[src/design/isots_pkg.sv]
// Shared types, constants and tables for the timestamp-to-epoch converter.
// No dependencies; compiled first.
package isots_pkg;

  // ASCII codes
  localparam logic [7:0] CH_ZERO  = 8'h30;
  localparam logic [7:0] CH_NINE  = 8'h39;
  localparam logic [7:0] CH_DASH  = 8'h2D;
  localparam logic [7:0] CH_PLUS  = 8'h2B;
  localparam logic [7:0] CH_COLON = 8'h3A;
  localparam logic [7:0] CH_T     = 8'h54;
  localparam logic [7:0] CH_Z     = 8'h5A;

  // Character positions in YYYY-MM-DDTHH:MM:SS(Z|+HH:MM)
  localparam logic [4:0] POS_YEAR_END = 5'd3;
  localparam logic [4:0] POS_SEP_YM   = 5'd4;
  localparam logic [4:0] POS_MON_END  = 5'd6;
  localparam logic [4:0] POS_SEP_MD   = 5'd7;
  localparam logic [4:0] POS_DAY_END  = 5'd9;
  localparam logic [4:0] POS_SEP_DT   = 5'd10;
  localparam logic [4:0] POS_HOUR_END = 5'd12;
  localparam logic [4:0] POS_SEP_HM   = 5'd13;
  localparam logic [4:0] POS_MIN_END  = 5'd15;
  localparam logic [4:0] POS_SEP_MS   = 5'd16;
  localparam logic [4:0] POS_SEC_END  = 5'd18;
  localparam logic [4:0] POS_ZONE     = 5'd19;
  localparam logic [4:0] POS_OFSH_END = 5'd21;
  localparam logic [4:0] POS_SEP_OFS  = 5'd22;
  localparam logic [4:0] POS_LAST_UTC = 5'd19;
  localparam logic [4:0] POS_LAST_OFS = 5'd24;
  localparam logic [4:0] POS_OVERFLOW = 5'd25;
  localparam logic [4:0] POS_SAT      = 5'd31;

  // Range limits and time constants
  localparam logic [13:0] EPOCH_YEAR  = 14'd1970;
  localparam logic [13:0] YEAR_MIN    = 14'd2020;
  localparam logic [13:0] YEAR_MAX    = 14'd2099;
  localparam logic [6:0]  MONTH_FEB   = 7'd2;
  localparam logic [6:0]  MONTH_MAX   = 7'd12;
  localparam logic [6:0]  HOUR_MAX    = 7'd23;
  localparam logic [6:0]  MIN_SEC_MAX = 7'd59;
  localparam logic [6:0]  OFS_HOUR_MAX = 7'd14;
  localparam logic [15:0] DAYS_PER_YEAR = 16'd365;
  localparam logic [16:0] SEC_PER_DAY  = 17'd86400;
  localparam logic [16:0] SEC_PER_HOUR = 17'd3600;
  localparam logic [16:0] SEC_PER_MIN  = 17'd60;

  typedef struct packed {
    logic [13:0] year;
    logic [6:0]  month;
    logic [6:0]  day;
    logic [6:0]  hour;
    logic [6:0]  minute;
    logic [6:0]  second;
    logic [6:0]  ofs_hours;
    logic [6:0]  ofs_minutes;
    logic        ofs_negative;
    logic        format_error;
  } fields_t;

  // Completed string handed from the parser to the converter
  typedef struct packed {
    fields_t fields;
    logic    len_ok;
  } snap_t;

  function automatic logic [6:0] acc_dec7(logic [6:0] v, logic [3:0] d);
    return 7'({v, 3'b000} + {v, 1'b0} + 10'(d));
  endfunction

  function automatic logic [13:0] acc_dec14(logic [13:0] v, logic [3:0] d);
    return 14'({v, 3'b000} + {v, 1'b0} + 17'(d));
  endfunction

  // Days in a month, non-leap year; zero for a code that is not a month
  function automatic logic [4:0] month_days(logic [3:0] m);
    logic [4:0] r;
    case (m)
      4'd1, 4'd3, 4'd5, 4'd7, 4'd8, 4'd10, 4'd12: r = 5'd31;
      4'd4, 4'd6, 4'd9, 4'd11:                    r = 5'd30;
      4'd2:                                       r = 5'd28;
      default:                                    r = 5'd0;
    endcase
    return r;
  endfunction

  // Days in the year before the first of a month, non-leap year
  function automatic logic [8:0] days_before(logic [3:0] m);
    logic [8:0] r;
    case (m)
      4'd1:    r = 9'd0;
      4'd2:    r = 9'd31;
      4'd3:    r = 9'd59;
      4'd4:    r = 9'd90;
      4'd5:    r = 9'd120;
      4'd6:    r = 9'd151;
      4'd7:    r = 9'd181;
      4'd8:    r = 9'd212;
      4'd9:    r = 9'd243;
      4'd10:   r = 9'd273;
      4'd11:   r = 9'd304;
      4'd12:   r = 9'd334;
      default: r = 9'd0;
    endcase
    return r;
  endfunction

endpackage

[src/design/isots_in_if.sv]
// Character request channel: one ASCII byte plus end-of-string mark.
// No dependencies.
interface isots_in_if;
  logic       valid;
  logic       ready;
  logic [7:0] character;
  logic       last_char;

  modport source (output valid, output character, output last_char, input ready);
  modport sink   (input valid, input character, input last_char, output ready);
endinterface

[src/design/isots_out_if.sv]
// Result channel: valid flag and Unix epoch seconds.
// No dependencies.
interface isots_out_if;
  logic        valid;
  logic        ready;
  logic        valid_res;
  logic [31:0] epoch_seconds;

  modport source (output valid, output valid_res, output epoch_seconds, input ready);
  modport sink   (input valid, input valid_res, input epoch_seconds, output ready);
endinterface

[src/design/iso8601_timestamp_to_epoch.sv]
// Top level: RFC 3339 timestamp string to Unix epoch seconds.
// Depends on isots_pkg, isots_in_if, isots_out_if, isots_parse, isots_conv.
//
//  port      dir   payload                         per request
//  char_i    sink  character[7:0], last_char       one byte of the string
//  result_o  src   valid_res, epoch_seconds[31:0]  one per string (final byte)
//
//  One character is taken every cycle unless a held snapshot is not taken; the parser keeps position and fields.
//  After the final byte is accepted, the result passes the string snapshot register,
//  the check/day-count register and the result register (day*86400).
//  Reset clears the position, the digit fields and all pipeline valids.
//  A stalled result_o holds its request; char_i stalls only once the snapshot,
//  check/day-count and result registers are all full.
module iso8601_timestamp_to_epoch (
  input logic           clk_i,
  input logic           rst_ni,
  isots_in_if.sink      char_i,
  isots_out_if.source   result_o
);
  import isots_pkg::*;

  snap_t snap;
  logic  snap_valid, snap_ready;

  isots_parse u_parse (
    .clk_i        (clk_i),
    .rst_ni       (rst_ni),
    .valid_i      (char_i.valid),
    .ready_o      (char_i.ready),
    .character_i  (char_i.character),
    .last_char_i  (char_i.last_char),
    .snap_valid_o (snap_valid),
    .snap_ready_i (snap_ready),
    .snap_o       (snap)
  );

  isots_conv u_conv (
    .clk_i           (clk_i),
    .rst_ni          (rst_ni),
    .snap_valid_i    (snap_valid),
    .snap_ready_o    (snap_ready),
    .snap_i          (snap),
    .res_valid_o     (result_o.valid),
    .res_ready_i     (result_o.ready),
    .valid_res_o     (result_o.valid_res),
    .epoch_seconds_o (result_o.epoch_seconds)
  );

endmodule

[src/design/isots_parse.sv]
// Per-character format check and decimal field accumulation.
// Depends on isots_pkg; hands a completed string to isots_conv.
module isots_parse (
  input  logic              clk_i,
  input  logic              rst_ni,
  input  logic              valid_i,
  output logic              ready_o,
  input  logic [7:0]        character_i,
  input  logic              last_char_i,
  output logic              snap_valid_o,
  input  logic              snap_ready_i,
  output isots_pkg::snap_t  snap_o
);
  import isots_pkg::*;

  logic [4:0] pos_q, pos_d;
  fields_t    fld_q, fld_d, nxt;
  logic       snap_v_q, snap_v_d;
  snap_t      snap_q;
  logic       acc, is_dig;
  logic [3:0] dig;

  assign ready_o = !snap_v_q || snap_ready_i;
  assign acc     = valid_i && ready_o;
  assign is_dig  = (character_i >= CH_ZERO) && (character_i <= CH_NINE);
  assign dig     = character_i[3:0];

  always_comb begin
    nxt = fld_q;
    if (pos_q >= POS_OVERFLOW) begin
      nxt.format_error = 1'b1;
    end else begin
      case (pos_q) inside
        POS_SEP_YM, POS_SEP_MD: begin
          if (character_i != CH_DASH) nxt.format_error = 1'b1;
        end
        POS_SEP_DT: begin
          if (character_i != CH_T) nxt.format_error = 1'b1;
        end
        POS_SEP_HM, POS_SEP_MS, POS_SEP_OFS: begin
          if (character_i != CH_COLON) nxt.format_error = 1'b1;
        end
        POS_ZONE: begin
          if (character_i == CH_Z) begin
            if (!last_char_i) nxt.format_error = 1'b1;
          end else if (character_i == CH_PLUS || character_i == CH_DASH) begin
            if (last_char_i) nxt.format_error = 1'b1;
            nxt.ofs_negative = (character_i == CH_DASH);
          end else begin
            nxt.format_error = 1'b1;
          end
        end
        default: begin
          if (!is_dig) begin
            nxt.format_error = 1'b1;
          end else if (pos_q <= POS_YEAR_END) begin
            nxt.year = acc_dec14(fld_q.year, dig);
          end else if (pos_q <= POS_MON_END) begin
            nxt.month = acc_dec7(fld_q.month, dig);
          end else if (pos_q <= POS_DAY_END) begin
            nxt.day = acc_dec7(fld_q.day, dig);
          end else if (pos_q <= POS_HOUR_END) begin
            nxt.hour = acc_dec7(fld_q.hour, dig);
          end else if (pos_q <= POS_MIN_END) begin
            nxt.minute = acc_dec7(fld_q.minute, dig);
          end else if (pos_q <= POS_SEC_END) begin
            nxt.second = acc_dec7(fld_q.second, dig);
          end else if (pos_q <= POS_OFSH_END) begin
            nxt.ofs_hours = acc_dec7(fld_q.ofs_hours, dig);
          end else begin
            nxt.ofs_minutes = acc_dec7(fld_q.ofs_minutes, dig);
          end
        end
      endcase
    end
  end

  always_comb begin
    pos_d    = pos_q;
    fld_d    = fld_q;
    snap_v_d = snap_v_q;
    if (snap_ready_i) snap_v_d = 1'b0;
    if (acc) begin
      if (last_char_i) begin
        pos_d    = '0;
        fld_d    = '0;
        snap_v_d = 1'b1;
      end else begin
        pos_d = (pos_q == POS_SAT) ? POS_SAT : pos_q + 5'd1;
        fld_d = nxt;
      end
    end
  end

  always_ff @(posedge clk_i or negedge rst_ni) begin
    if (!rst_ni) begin
      pos_q    <= '0;
      fld_q    <= '0;
      snap_v_q <= 1'b0;
    end else begin
      pos_q    <= pos_d;
      fld_q    <= fld_d;
      snap_v_q <= snap_v_d;
    end
  end

  // final character: freeze the string for the converter
  always_ff @(posedge clk_i) begin
    if (acc && last_char_i) begin
      snap_q.fields <= nxt;
      snap_q.len_ok <= (pos_q == POS_LAST_UTC) || (pos_q == POS_LAST_OFS);
    end
  end

  assign snap_valid_o = snap_v_q;
  assign snap_o       = snap_q;

  a_pos_clear: assert property (@(posedge clk_i) disable iff (!rst_ni)
    acc && last_char_i |=> pos_q == '0)
    else $error("position not cleared after final character");

  a_snap_load: assert property (@(posedge clk_i) disable iff (!rst_ni)
    acc && last_char_i |=> snap_v_q)
    else $error("completed string not handed on");

  a_pos_step: assert property (@(posedge clk_i) disable iff (!rst_ni)
    acc && !last_char_i && pos_q != POS_SAT |=> pos_q == 5'($past(pos_q) + 5'd1))
    else $error("position did not advance");

endmodule

[src/design/isots_conv.sv]
// Range checks and epoch arithmetic: a check/day-count stage and a result register.
// Depends on isots_pkg; fed by isots_parse.
module isots_conv (
  input  logic              clk_i,
  input  logic              rst_ni,
  input  logic              snap_valid_i,
  output logic              snap_ready_o,
  input  isots_pkg::snap_t  snap_i,
  output logic              res_valid_o,
  input  logic              res_ready_i,
  output logic              valid_res_o,
  output logic [31:0]       epoch_seconds_o
);
  import isots_pkg::*;

  fields_t     f;
  logic        leap, year_ok, month_ok, day_ok, time_ok, ofs_ok, ok;
  logic [4:0]  mlen;
  logic [7:0]  yoff;
  logic [7:0]  yoff_p1;
  logic [15:0] days;
  logic [16:0] hms;
  logic [15:0] ofs;
  logic [18:0] tod;

  logic        s1_v_q, s1_ok_q;
  logic [15:0] s1_days_q;
  logic [18:0] s1_tod_q;
  logic        out_v_q, valid_res_q;
  logic [31:0] epoch_q, epoch_d;
  logic        out_ready, s1_ready, s1_adv;

  assign f = snap_i.fields;

  always_comb begin
    leap     = (f.year[1:0] == 2'b00);
    year_ok  = (f.year >= YEAR_MIN) && (f.year <= YEAR_MAX);
    month_ok = (f.month != '0) && (f.month <= MONTH_MAX);
    mlen     = month_days(f.month[3:0]) + 5'((f.month == MONTH_FEB) && leap);
    day_ok   = (f.day != '0) && (f.day <= 7'(mlen));
    time_ok  = (f.hour <= HOUR_MAX) && (f.minute <= MIN_SEC_MAX) &&
               (f.second <= MIN_SEC_MAX);
    ofs_ok   = (f.ofs_hours <= OFS_HOUR_MAX) && (f.ofs_minutes <= MIN_SEC_MAX) &&
               !((f.ofs_hours == OFS_HOUR_MAX) && (f.ofs_minutes != '0));
    ok       = !f.format_error && snap_i.len_ok && year_ok && month_ok &&
               day_ok && time_ok && ofs_ok;

    // only meaningful once the year is in range
    yoff    = 8'(f.year - EPOCH_YEAR);
    yoff_p1 = yoff + 8'd1;
    days    = 16'({8'b0, yoff} * DAYS_PER_YEAR) + 16'(yoff_p1[7:2]) +
              16'(days_before(f.month[3:0])) +
              16'(leap && (f.month > MONTH_FEB)) + 16'(f.day) - 16'd1;

    hms = 17'(17'(f.hour) * SEC_PER_HOUR) + 17'(17'(f.minute) * SEC_PER_MIN) +
          17'(f.second);
    ofs = 16'(17'(f.ofs_hours) * SEC_PER_HOUR) +
          16'(17'(f.ofs_minutes) * SEC_PER_MIN);
    // local time minus a positive offset gives UTC
    tod = f.ofs_negative ? 19'(hms) + 19'(ofs) : 19'(hms) - 19'(ofs);
  end

  assign out_ready    = !out_v_q || res_ready_i;
  assign s1_ready     = !s1_v_q || out_ready;
  assign s1_adv       = s1_v_q && out_ready;
  assign snap_ready_o = s1_ready;

  assign epoch_d = s1_ok_q ?
                   32'({16'b0, s1_days_q} * {15'b0, SEC_PER_DAY}) +
                   {{13{s1_tod_q[18]}}, s1_tod_q} : '0;

  always_ff @(posedge clk_i or negedge rst_ni) begin
    if (!rst_ni) begin
      s1_v_q  <= 1'b0;
      out_v_q <= 1'b0;
    end else begin
      if (s1_ready) s1_v_q <= snap_valid_i;
      if (out_ready) out_v_q <= s1_v_q;
    end
  end

  always_ff @(posedge clk_i) begin
    if (s1_ready && snap_valid_i) begin
      s1_ok_q   <= ok;
      s1_days_q <= days;
      s1_tod_q  <= tod;
    end
    if (s1_adv) begin
      valid_res_q <= s1_ok_q;
      epoch_q     <= epoch_d;
    end
  end

  assign res_valid_o     = out_v_q;
  assign valid_res_o     = valid_res_q;
  assign epoch_seconds_o = epoch_q;

  a_bad_zero: assert property (@(posedge clk_i) disable iff (!rst_ni)
    out_v_q && !valid_res_q |-> epoch_q == '0)
    else $error("invalid result carries nonzero epoch");

  a_s1_fill: assert property (@(posedge clk_i) disable iff (!rst_ni)
    snap_valid_i && snap_ready_o |=> s1_v_q)
    else $error("check stage dropped a request");

  a_out_fill: assert property (@(posedge clk_i) disable iff (!rst_ni)
    s1_adv |=> out_v_q)
    else $error("result register dropped a request");

endmodule
[src/flat_wrapper.sv]
// flat-port wrapper written by rule: the top's interface ports become plain ports
module iso8601_timestamp_to_epoch_flat import isots_pkg::*;
  (clk_i, rst_ni, char_i_valid, char_i_character, char_i_last_char, char_i_ready, result_o_valid, result_o_valid_res, result_o_epoch_seconds, result_o_ready);
  isots_in_if char_i_i ();
  isots_out_if result_o_i ();
  input logic clk_i;
  input logic rst_ni;
  input wire logic [$bits(char_i_i.valid)-1:0] char_i_valid;
  input wire logic [$bits(char_i_i.character)-1:0] char_i_character;
  input wire logic [$bits(char_i_i.last_char)-1:0] char_i_last_char;
  output wire logic [$bits(char_i_i.ready)-1:0] char_i_ready;
  output wire logic [$bits(result_o_i.valid)-1:0] result_o_valid;
  output wire logic [$bits(result_o_i.valid_res)-1:0] result_o_valid_res;
  output wire logic [$bits(result_o_i.epoch_seconds)-1:0] result_o_epoch_seconds;
  input wire logic [$bits(result_o_i.ready)-1:0] result_o_ready;
  assign char_i_i.valid = char_i_valid;
  assign char_i_i.character = char_i_character;
  assign char_i_i.last_char = char_i_last_char;
  assign char_i_ready = char_i_i.ready;
  assign result_o_valid = result_o_i.valid;
  assign result_o_valid_res = result_o_i.valid_res;
  assign result_o_epoch_seconds = result_o_i.epoch_seconds;
  assign result_o_i.ready = result_o_ready;
  iso8601_timestamp_to_epoch u_core (.clk_i(clk_i), .rst_ni(rst_ni), .char_i(char_i_i), .result_o(result_o_i));
endmodule
[config.mk]
export PLATFORM = sky130hd
export DESIGN_NAME = iso8601_timestamp_to_epoch_flat
export DESIGN_NICKNAME = d
export VERILOG_FILES = /design/src/design/isots_pkg.sv /design/src/design/isots_in_if.sv /design/src/design/isots_out_if.sv /design/src/design/iso8601_timestamp_to_epoch.sv /design/src/design/isots_parse.sv /design/src/design/isots_conv.sv /design/src/flat_wrapper.sv
export SDC_FILE = /design/constraint.sdc
export NUM_CORES = 1
export LEC_CHECK = 0
export BUFFER_PORTS_ARGS = -buffer_cell sky130_fd_sc_hd__buf_2
export CORE_MARGIN = 8
export CORE_UTILIZATION = 65
export DETAILED_ROUTE_END_ITERATION = 12
export GPL_TIMING_DRIVEN = 0
export PLACE_DENSITY = 0.82
export SLEW_MARGIN = 10
export SYNTH_ARGS = -nofsm -noshare
export SYNTH_HDL_FRONTEND = slang
export SYNTH_SLANG_ARGS = --single-unit
[constraint.sdc]
create_clock -name clk_i -period 7.7 [get_ports clk_i]
set_input_delay 1.54 -clock clk_i [delete_from_list [all_inputs] [get_ports clk_i]]
set_output_delay 1.54 -clock clk_i [all_outputs]
set_load 0.1 [all_outputs]
After elaboration in Yosys (flattened, before gate mapping) --
Memory sizes are Yosys's and may differ from the RTL's. A register that Yosys moved wholly into a read port is not among the register bits. Index checks and enable logic that the tools add are counted.
Word-level totals: bits in read-only memories 224, memories 2, bits in registers 208, latch bits 0, RAM bits 0
Cells by class: div/mod/pow operators 0, reduce and logical (&&, ||, !) cells 37, multipliers 6, magnitude comparators 20, shift-type cells 0, muxes and demuxes 48, $add $sub $neg 31, equal/unequal tests 17, bitwise gates (word level) 0
Memory list:
- (no name shown) | words 16, bits a word 9, read ports 1, clocked after Yosys merged registers in 1, write ports 0, RTL line isots_pkg.sv:90 | case (m)
- (no name shown) | words 16, bits a word 5, read ports 1, clocked after Yosys merged registers in 1, write ports 0, RTL line isots_pkg.sv:78 | case (m)
Operators by type and width (count):
- 63-bit 2-to-1 mux | 5
- 65-bit 2-to-1 mux | 1
- 64-bit 2-to-1 mux | 1
- 7-bit by 4-bit adder with 7-bit output | 7
- 7-bit adder | 7
- 49-bit 2-to-1 mux | 1
- 7-bit 2-to-1 mux | 7
- 42-bit 2-to-1 mux | 1
- 35-bit 2-to-1 mux | 1
- 32-bit adder | 1
- 14-bit 2-to-1 mux | 2
- 28-bit 2-to-1 mux | 1
- 5-bit equality test, second input constant | 5
- 16-bit by 10-bit multiplier with 25-bit output, second input constant | 1
- 7-bit by 4-bit multiplier with 11-bit output, second input constant | 2
- 1-bit 2-to-1 mux | 22
- 7-bit by 6-bit less-or-equal comparator with 1-bit output, second input constant | 3
- 1-bit logical AND | 21
- 21-bit 2-to-1 mux | 1
- 7-bit nonzero test | 3
- 19-bit 2-to-1 mux | 1
- 17-bit by 16-bit adder with 18-bit output | 1
- 17-bit by 16-bit subtractor with 18-bit output | 1
- 17-bit by 13-bit adder with 17-bit output | 1
- 44 further kinds | 62

Depth between registers and ports, before layout --
Gate-level depths: netlist (run 1).
depth after elaboration 16, mapped depth 27

By module --
From an unflattened synthesis (run 1), not the netlist that was laid out.
Second synthesis, totals: cell total of the unflattened synthesis 2217, area total of the unflattened synthesis 22325.2 µm²
Modules (own cells, without submodules):
- isots_conv | sequential area each 2122.0 µm², instances 1, area each 14013.4 µm², cells each 1503
- isots_parse | sequential area each 3758.6 µm², instances 1, area each 8311.7 µm², cells each 714

Least setup slack after synthesis (run 1) --
No wires, ideal clock.
path kind flip-flop to flip-flop, from register u_core.u_conv.s1_days_q[1], to register u_core.u_conv.epoch_q[30], in the netlist u_core.u_conv.epoch_seconds_o[30], data pin, data arrival time 5.643 ns, stages on the path, launching flop included 27, path buffers 0, library setup time 0.255 ns, slack 1.802 ns, required time 7.445 ns, cell sequence edfxtp_1 -> ha_1 -> inv_1 -> fa_1 -> inv_1 -> fa_1 -> ha_1 -> inv_1 -> fa_1 -> inv_1 -> ha_1 -> a21oi_1 -> nor2_1 -> a31oi_1 -> a31oi_1 -> o41ai_1 -> nor2b_1 -> o21a_1 -> nor2_1 -> xnor2_1 -> ha_1 -> and3_1 -> a22o_1 -> a311o_1 -> a21oi_2 -> xnor2_1 -> and2_1
On the way: longest elaborated chain between the ends 2
Ends and longest elaborated chain:
- from (decl) | RTL line isots_conv.sv:27 | logic [15:0] s1_days_q;
- from (signal assigned) | RTL line isots_conv.sv:85 | s1_days_q <= days;
- 16-bit by 10-bit multiplier with 25-bit output | RTL line isots_conv.sv:69 | 32'({16'b0, s1_days_q} * {15'b0, SEC_PER_DAY}) +
- 32-bit adder | RTL line isots_conv.sv:69
- to (signal assigned) | RTL line isots_conv.sv:90 | epoch_q <= epoch_d;
- to (decl) | RTL line isots_conv.sv:30 | logic [31:0] epoch_q, epoch_d;
Every way passes these cells. A chain may end at the register's enable or synchronous reset.

Final worst setup path (run 1) --
from register u_core.u_parse.snap_q, in the netlist u_core.u_parse.snap_o[53], to register u_core.u_conv.s1_days_q[14], data pin
On the way: longest elaborated chain between the ends 7, elaborated cells between the ends (all ways) 10, those cells by class add/sub: 7; mul: 1; reduce/logical: 2
Ends and longest elaborated chain:
- from (decl) | RTL line isots_parse.sv:19 | snap_t snap_q;
- 8-bit subtractor | RTL line isots_conv.sv:49 | yoff = 8'(f.year - EPOCH_YEAR);
- 8-bit by 9-bit multiplier with 16-bit output / 8-bit by 1-bit adder with 8-bit output (equally long branches) | RTL line isots_conv.sv:51, isots_conv.sv:50
- 16-bit by 6-bit adder with 16-bit output | RTL line isots_conv.sv:51 | days = 16'({8'b0, yoff} * DAYS_PER_YEAR) + 16'(yoff_p1[7:2]) +
- 16-bit by 9-bit adder with 16-bit output | RTL line isots_conv.sv:51
- 16-bit by 1-bit adder with 16-bit output (*) | RTL line isots_conv.sv:52 | 16'(days_before(f.month[3:0])) +
- 16-bit by 7-bit adder with 16-bit output (*) | RTL line isots_conv.sv:53 | 16'(leap && (f.month > MONTH_FEB)) + 16'(f.day) - 16'd1;
- 16-bit by 1-bit subtractor with 16-bit output (*) | RTL line isots_conv.sv:53
- via u_core.u_conv.days[14] | RTL line isots_conv.sv:21 | logic [15:0] days;
The timed path passes the listed nets; every way through them passes the cells marked *.

==> impl_metrics.csv, run 1 <==
group,metric,value,unit
run_status,status,"completed",
synthesis,yosysUniqueCellTypes,79,
sta,fin_ws,1010,ps
clock_network,clkTransAtPathRegs,60,ps
layout,final_cell_mix,"ha_1, inv_1, nand2_1",
sta,max_slew_margin,44.0,%
clock_network,clock-root-buffer,"clkbuf_16",
synthesis,async_reset_ff_share,33.2,%
layout,final_util,70.0,%
placement,hpwl,38300,um
clock_network,postCtsSetupRepairBufs,0,
sta,skew,39.9,ps
critical_path,crit_path_max_incr_delay,510,ps
clock_network,htree_levels,1,
worst_hold_path,worstHoldPathType,"flip-flop to flip-flop",
sta,finalSetupViolCount,0,
critical_path,crit_end,"u_core.u_conv.s1_days_q[14]",
sta,fin_crit_sh,86.8,%
sta,fmax,150,MHz
synthesis,synth-seq-cells,220,
routing,dr.pass1.iters,5,
clock_network,ctsHoldBuffers,0,
routing,drtIter0Drc,898,
clock_network,cts_tree,"done",
synthesis,ys_warn_count,0,
global_routing,grt_pass1_wl,79900,um
routing,num_vias,16200,
clock_network,clockBufferDepth,3,
die,die_w,201,um
sta,tightest_slew,840,ps
routing,drc_errors,0,
global_routing,groute.usage.overall,23.4,%
synthesis,synth_cells,2247,
synthesis,synth_edf_count,135,
clock_network,cts_resized,0,
critical_path,reg2reg_from,"u_core.u_parse.snap_o[53]",
sta,tns,0,ps
critical_path,cp_slowest_cell,"fa_1",
sta,rsz0062_at_grt,"no",
die,initial_core_util,65.2,%
synthesis,seq_area_frac_synth,27.4,%
routing,ant_nets,0,
die,rows,68,
die,dieArea,40500,um^2
placement,globalplace.congestion,0.938,
critical_path,worstSetupStartpointType,"flip-flop",
clock_network,clock-sinks,220,
layout,drive_gt1_share,5.68,%
global_routing,overflow,0,
synthesis,synth_ff_type,"edfxtp_1",
global_routing,grt_pass1_vias,16700,
global_routing,grt_max_degree,70,
die,fp.dieH,201,um
job,cap_violations,0,
die,ios,48,
critical_path,reg2reg_slack,1010,ps
placement,place_area,23200,um^2
critical_path,reg2reg_to,"u_core.u_conv.s1_days_q[14]",
critical_path,rr_worst_depth,24,
critical_path,crit_fanout,6,
critical_path,cp_cell_sequence,"inv_1 > ha_1 > nand2b_1 > nand2_1 > xor2_1 > inv_1 > ha_1 > nand2_1 > xor2_1 > fa_1 > fa_1 > inv_1 > fa_1 > fa_1 > ha_1 > nor2b_1 > o21ai_0 > a21boi_0 > o21ai_0 > a21boi_0 > o2111ai_1 > nand3_1 > o41a_1 > xor2_1",
sta,layout_min_cycle_time,6690,ps
die,core-area,34200,um^2
sta,slew_violations,0,
synthesis,synth.avg_cell_area,9.93,um^2
clock_network,cts_made_buffers,26,
layout,diodes,0,
clock_network,clk_latency,560,ps
critical_path,path_class,"flip-flop to flip-flop",
synthesis,syn_nets,2787,
layout,layout.nets,2863,
layout,area_growth,7.29,%
routing,vias_per_cell,5.79,
placement,detailedPlace.worstSlack,1140,ps
synthesis,synth_area,22300,um^2
global_routing,antenna_found_initial,1,
critical_path,path_common_cell,"fa_1",
sta,final-hold-violation-count,0,
critical_path,critPathRequiredTime,7970,ps
layout,fin_area,23900,um^2
routing,wire_per_inst,17.0,um
critical_path,startpoint,"u_core.u_parse.snap_o[53]",
critical_path,arrival,6950,ps
critical_path,endpoint_kind,"flip-flop",
layout,final_common_cell,"ha_1",
routing,wl,47600,um
placement,port_buffers,47,
## per-layer routing
layer	global-route usage, %	part of all wire, %	wire (um)	vias to the layer above
li1	-	-	-	7901
met1	28.8	42	20100	7777
met2	42.3	50	23800	411
met3	2.83	4.5	2130	105
met4	7.38	3.1	1460	2
met5	0	0.027	13	-
## worst min-delay path by stage
stage | from | end | slack, ps | cells after the start
2_1_floorplan | u_core.u_parse.snap_o[17] | u_core.u_conv.s1_tod_q[0] | 400 | 0
4_1_cts | u_core.u_parse.fld_q[64] | u_core.u_parse.fld_q[64] | 480 | 2
6_report | u_core.u_parse.fld_q[64] | u_core.u_parse.fld_q[64] | 480 | 2
5_1_grt | u_core.u_parse.snap_o[17] | u_core.u_conv.s1_tod_q[0] | 520 | 0
3_3_place_gp | u_core.u_parse.snap_valid_o | u_core.u_conv.s1_v_q | 460 | 1
3_5_place_dp | u_core.u_parse.fld_q[64] | u_core.u_parse.fld_q[64] | 470 | 2
## synthesized netlist by cell type (all sizes together), types with 7 or more instances
cell      n  area (um^2)
a21boi   12         90.1
a21o     57          428
a21oi   127          639
a22o     53          464
a31oi    13         81.3
and2     35          219
and3      9         56.3
buf       7         51.3
clkbuf   29          109
dfrtp    73         1830
dfxtp    12          240
edfxtp  135         4050
fa      130         2600
ha      397         4970
inv     333         1250
mux2     26          293
mux2i    10          113
nand2   145          547
nand2b   27          169
nand3    28          140
nand4     7         43.8
nor2    104          390
nor2b    19          119
nor3     32          160
o211ai    9         67.6
o21a     12         90.1
o21ai   100          500
o21bai   22          165
o31ai     7         52.6
o41ai     9         78.8
or2       7         43.8
or3       8         50.1
xnor2   139         1220
xor2     40          350
## cells by family after synthesis
family | share of synthesized area [%]
XOR/XNOR | 7.03
multiplexers | 1.82
adder cells (fa/ha/maj) | 33.9
AO/OA/AOI/OAI | 13.8
AND/OR/NAND/NOR | 9.67
flip-flops | 27.4
buffers and inverters | 6.35
## critical path: cells and delay by family, from the launching register on
kind	cells	cell delay [ps]
adders and majority gates	7	2900
AOI/OAI and AO/OA	6	1430
xor gates and xnor gates	3	630
and+or+nand+nor	5	550
DFF	1	460
buffers and inverters	3	440
## flip-flops by register name (all words and copies together), names as in the netlist, named ones only
register / flops
u_core.u_conv.s1_ok_q: 1
u_core.u_parse.snap_o: 66
u_core.u_conv.epoch_seconds_o: 32
u_core.u_parse.snap_valid_o: 1
u_core.u_conv.res_valid_o: 1
u_core.u_conv.s1_v_q: 1
u_core.u_conv.s1_days_q: 16
u_core.u_conv.s1_tod_q: 19
u_core.u_conv.valid_res_o: 1
u_core.u_parse.fld_q: 65
u_core.u_parse.pos_q: 5
## area by class of cell
class	count	area, um^2
multi-input combinational	1657	14800
fill	2557	10300
sequential	220	6120
inverter	334	1260
clock buffer	33	687
tap	455	569
timing repair buffer	48	265
buffer	36	160
clock inverter	13	100
## metrics by stage
stage,hold slack (ps),instances
final,480,2796
after detailed placement,471,2750
after global routing,518,2796
after floorplan,400,2247
after global placement,459,2749
after CTS,484,2796
Power of run 1 is not shown: default switching activity piles up to over one toggle a cycle in this logic, so the estimate is an artifact.
==> inputs of run 2 (changes only) <==
--- a/config.mk
+++ b/config.mk
@@ -6,6 +6,7 @@
 export NUM_CORES = 1
 export LEC_CHECK = 0
 export BUFFER_PORTS_ARGS = -buffer_cell sky130_fd_sc_hd__buf_2
+export CORE_ASPECT_RATIO = 1.1
 export CORE_MARGIN = 8
 export CORE_UTILIZATION = 65
 export DETAILED_ROUTE_END_ITERATION = 12
==> run 2 against run 1 <==
Net effect: sequential cell count stayed put; first-iteration DRC count is 2.9% higher; worst hold slack lost 6.9 ps; sequential share of layout area fell by 0.084 points; register-to-register slack improved by 60 ps; non-clock buffer count is the same; global-route usage is 0.74 points higher; critical path depth grew 2; clock skew decreased by 26 ps; worst setup slack improved by 62 ps; cell area is 0.33% higher; critical path type unchanged.
==> impl_metrics.csv, run 2 (synthesis gave the netlist of run 1 again) <==
group,metric,value,unit
job,cap_violations,0,
run_status,status,"completed",
global_routing,grt_pass1_vias,17200,
critical_path,critPathRequiredTime,7990,ps
routing,drc_errors,0,
routing,wl,48600,um
layout,fin_area,24000,um^2
sta,layout_min_cycle_time,6620,ps
clock_network,cts_tree,"done",
sta,final-hold-violation-count,0,
clock_network,ctsHoldBuffers,0,
critical_path,reg2reg_slack,1080,ps
global_routing,grt_pass1_wl,80800,um
layout,largest_register_ffs,66,
sta,fmax,151,MHz
die,die_w,193,um
critical_path,arrival,6910,ps
placement,hpwl,38300,um
critical_path,path_depth,26,
placement,place_area,23100,um^2
placement,port_buffers,47,
clock_network,clk_latency,530,ps
layout,drive_gt1_share,5.81,%
sta,skew,13.9,ps
die,core-area,34000,um^2
die,ios,48,
sta,tns,0,ps
sta,max_slew_margin,44.3,%
layout,layout.nets,2862,
worst_hold_path,worstHoldPathType,"flip-flop to flip-flop",
critical_path,crit_fanout,5,
clock_network,clock-sinks,220,
critical_path,reg2reg_from,"u_core.u_conv.s1_days_q[1]",
sta,tightest_slew,835,ps
clock_network,clkTransAtPathRegs,70,ps
sta,rsz0062_at_grt,"no",
critical_path,crit_family,"adder cells",
sta,fin_crit_sh,86.0,%
clock_network,clock-root-buffer,"clkbuf_16",
critical_path,crit_path_max_incr_delay,580,ps
worst_hold_path,hold_depth,0,
critical_path,endpoint_kind,"flip-flop",
layout,final_cell_mix,"ha_1, inv_1, nand2_1",
routing,ant_nets,0,
layout,diodes,0,
critical_path,crit_end,"u_core.u_conv.epoch_seconds_o[30]",
global_routing,antenna_found_initial,0,
routing,num_vias,16400,
sta,finalSetupViolCount,0,
critical_path,startpoint,"u_core.u_conv.s1_days_q[1]",
layout,fillers,2486,
clock_network,htree_levels,1,
global_routing,overflow,0,
placement,globalplace.congestion,0.898,
critical_path,reg2reg_to,"u_core.u_conv.epoch_seconds_o[30]",
clock_network,postCtsSetupRepairBufs,0,
critical_path,critPathBufInv,4,
die,rows,71,
sta,slew_violations,0,
layout,final_util,70.6,%
global_routing,groute.usage.overall,24.1,%
routing,dr.pass1.iters,6,
critical_path,cp_slowest_cell,"o41ai_1",
critical_path,worstSetupStartpointType,"flip-flop",
routing,drtIter0Drc,924,
critical_path,path_class,"flip-flop to flip-flop",
clock_network,cts_made_buffers,25,
die,dieArea,40500,um^2
layout,area_growth,7.64,%
critical_path,rr_worst_depth,26,
die,initial_core_util,65.6,%
clock_network,clockBufferDepth,3,
layout,final_common_cell,"ha_1",
global_routing,grt_max_degree,70,
clock_network,cts_resized,0,
routing,wire_per_inst,17.5,um
routing,vias_per_cell,5.91,
die,fp.dieH,210,um
[run 2: cell count changes in the layout (fill, tap and decap cells not counted), sizes merged]
cell,before,now
bufinv,0,4
clkinvlp,3,1
clkinv,11,8
[run 2: final cells by class]
| class | instances | area [um^2] | share of cell area [%] |
|---|---|---|---|
| well taps | 438 | 548 | 2.28 |
| plain buffers | 36 | 160 | 0.667 |
| multi-input cells | 1657 | 14800 | 61.5 |
| clock inverters | 12 | 159 | 0.662 |
| inverters | 334 | 1260 | 5.24 |
| clock buffers | 33 | 728 | 3.03 |
| flip-flops and latches | 220 | 6120 | 25.5 |
| repair buffers | 48 | 265 | 1.10 |
[run 2: worst min path at each step]
stage	slack, ps	startpoint	end
after floorplan	400	u_core.u_parse.snap_o[17]	u_core.u_conv.s1_tod_q[0]
final	470	u_core.u_parse.snap_o[18]	u_core.u_conv.s1_tod_q[1]
after detailed placement	450	u_core.u_parse.snap_o[18]	u_core.u_conv.s1_tod_q[1]
after global routing	480	u_core.u_parse.snap_o[18]	u_core.u_conv.s1_tod_q[1]
after CTS	480	u_core.u_parse.snap_o[18]	u_core.u_conv.s1_tod_q[1]
after global placement	460	u_core.u_parse.snap_valid_o	u_core.u_conv.s1_v_q
[run 2: metal layers]
metal  vias to the layer above  share of wire (%)  global-route usage, %  wire [um]
met3                       114                4.9                   2.46       2400
met5                         -                  0                      0          0
li1                       7896                  -                      -          -
met1                      7961                 40                   28.7      19600
met4                         0                3.1                   7.91       1510
met2                       455                 52                   44.6      25000
[run 2: stage by stage]
stage	setup slack, ps	cells	hold WS (ps)
floorplan	1800	2247	400
global placement	1240	2732	460
detailed placement	1120	2733	455
CTS	1080	2778	480
global route	716	2778	481
finish	1080	2778	473
Power of run 2 is left out for the same reason.
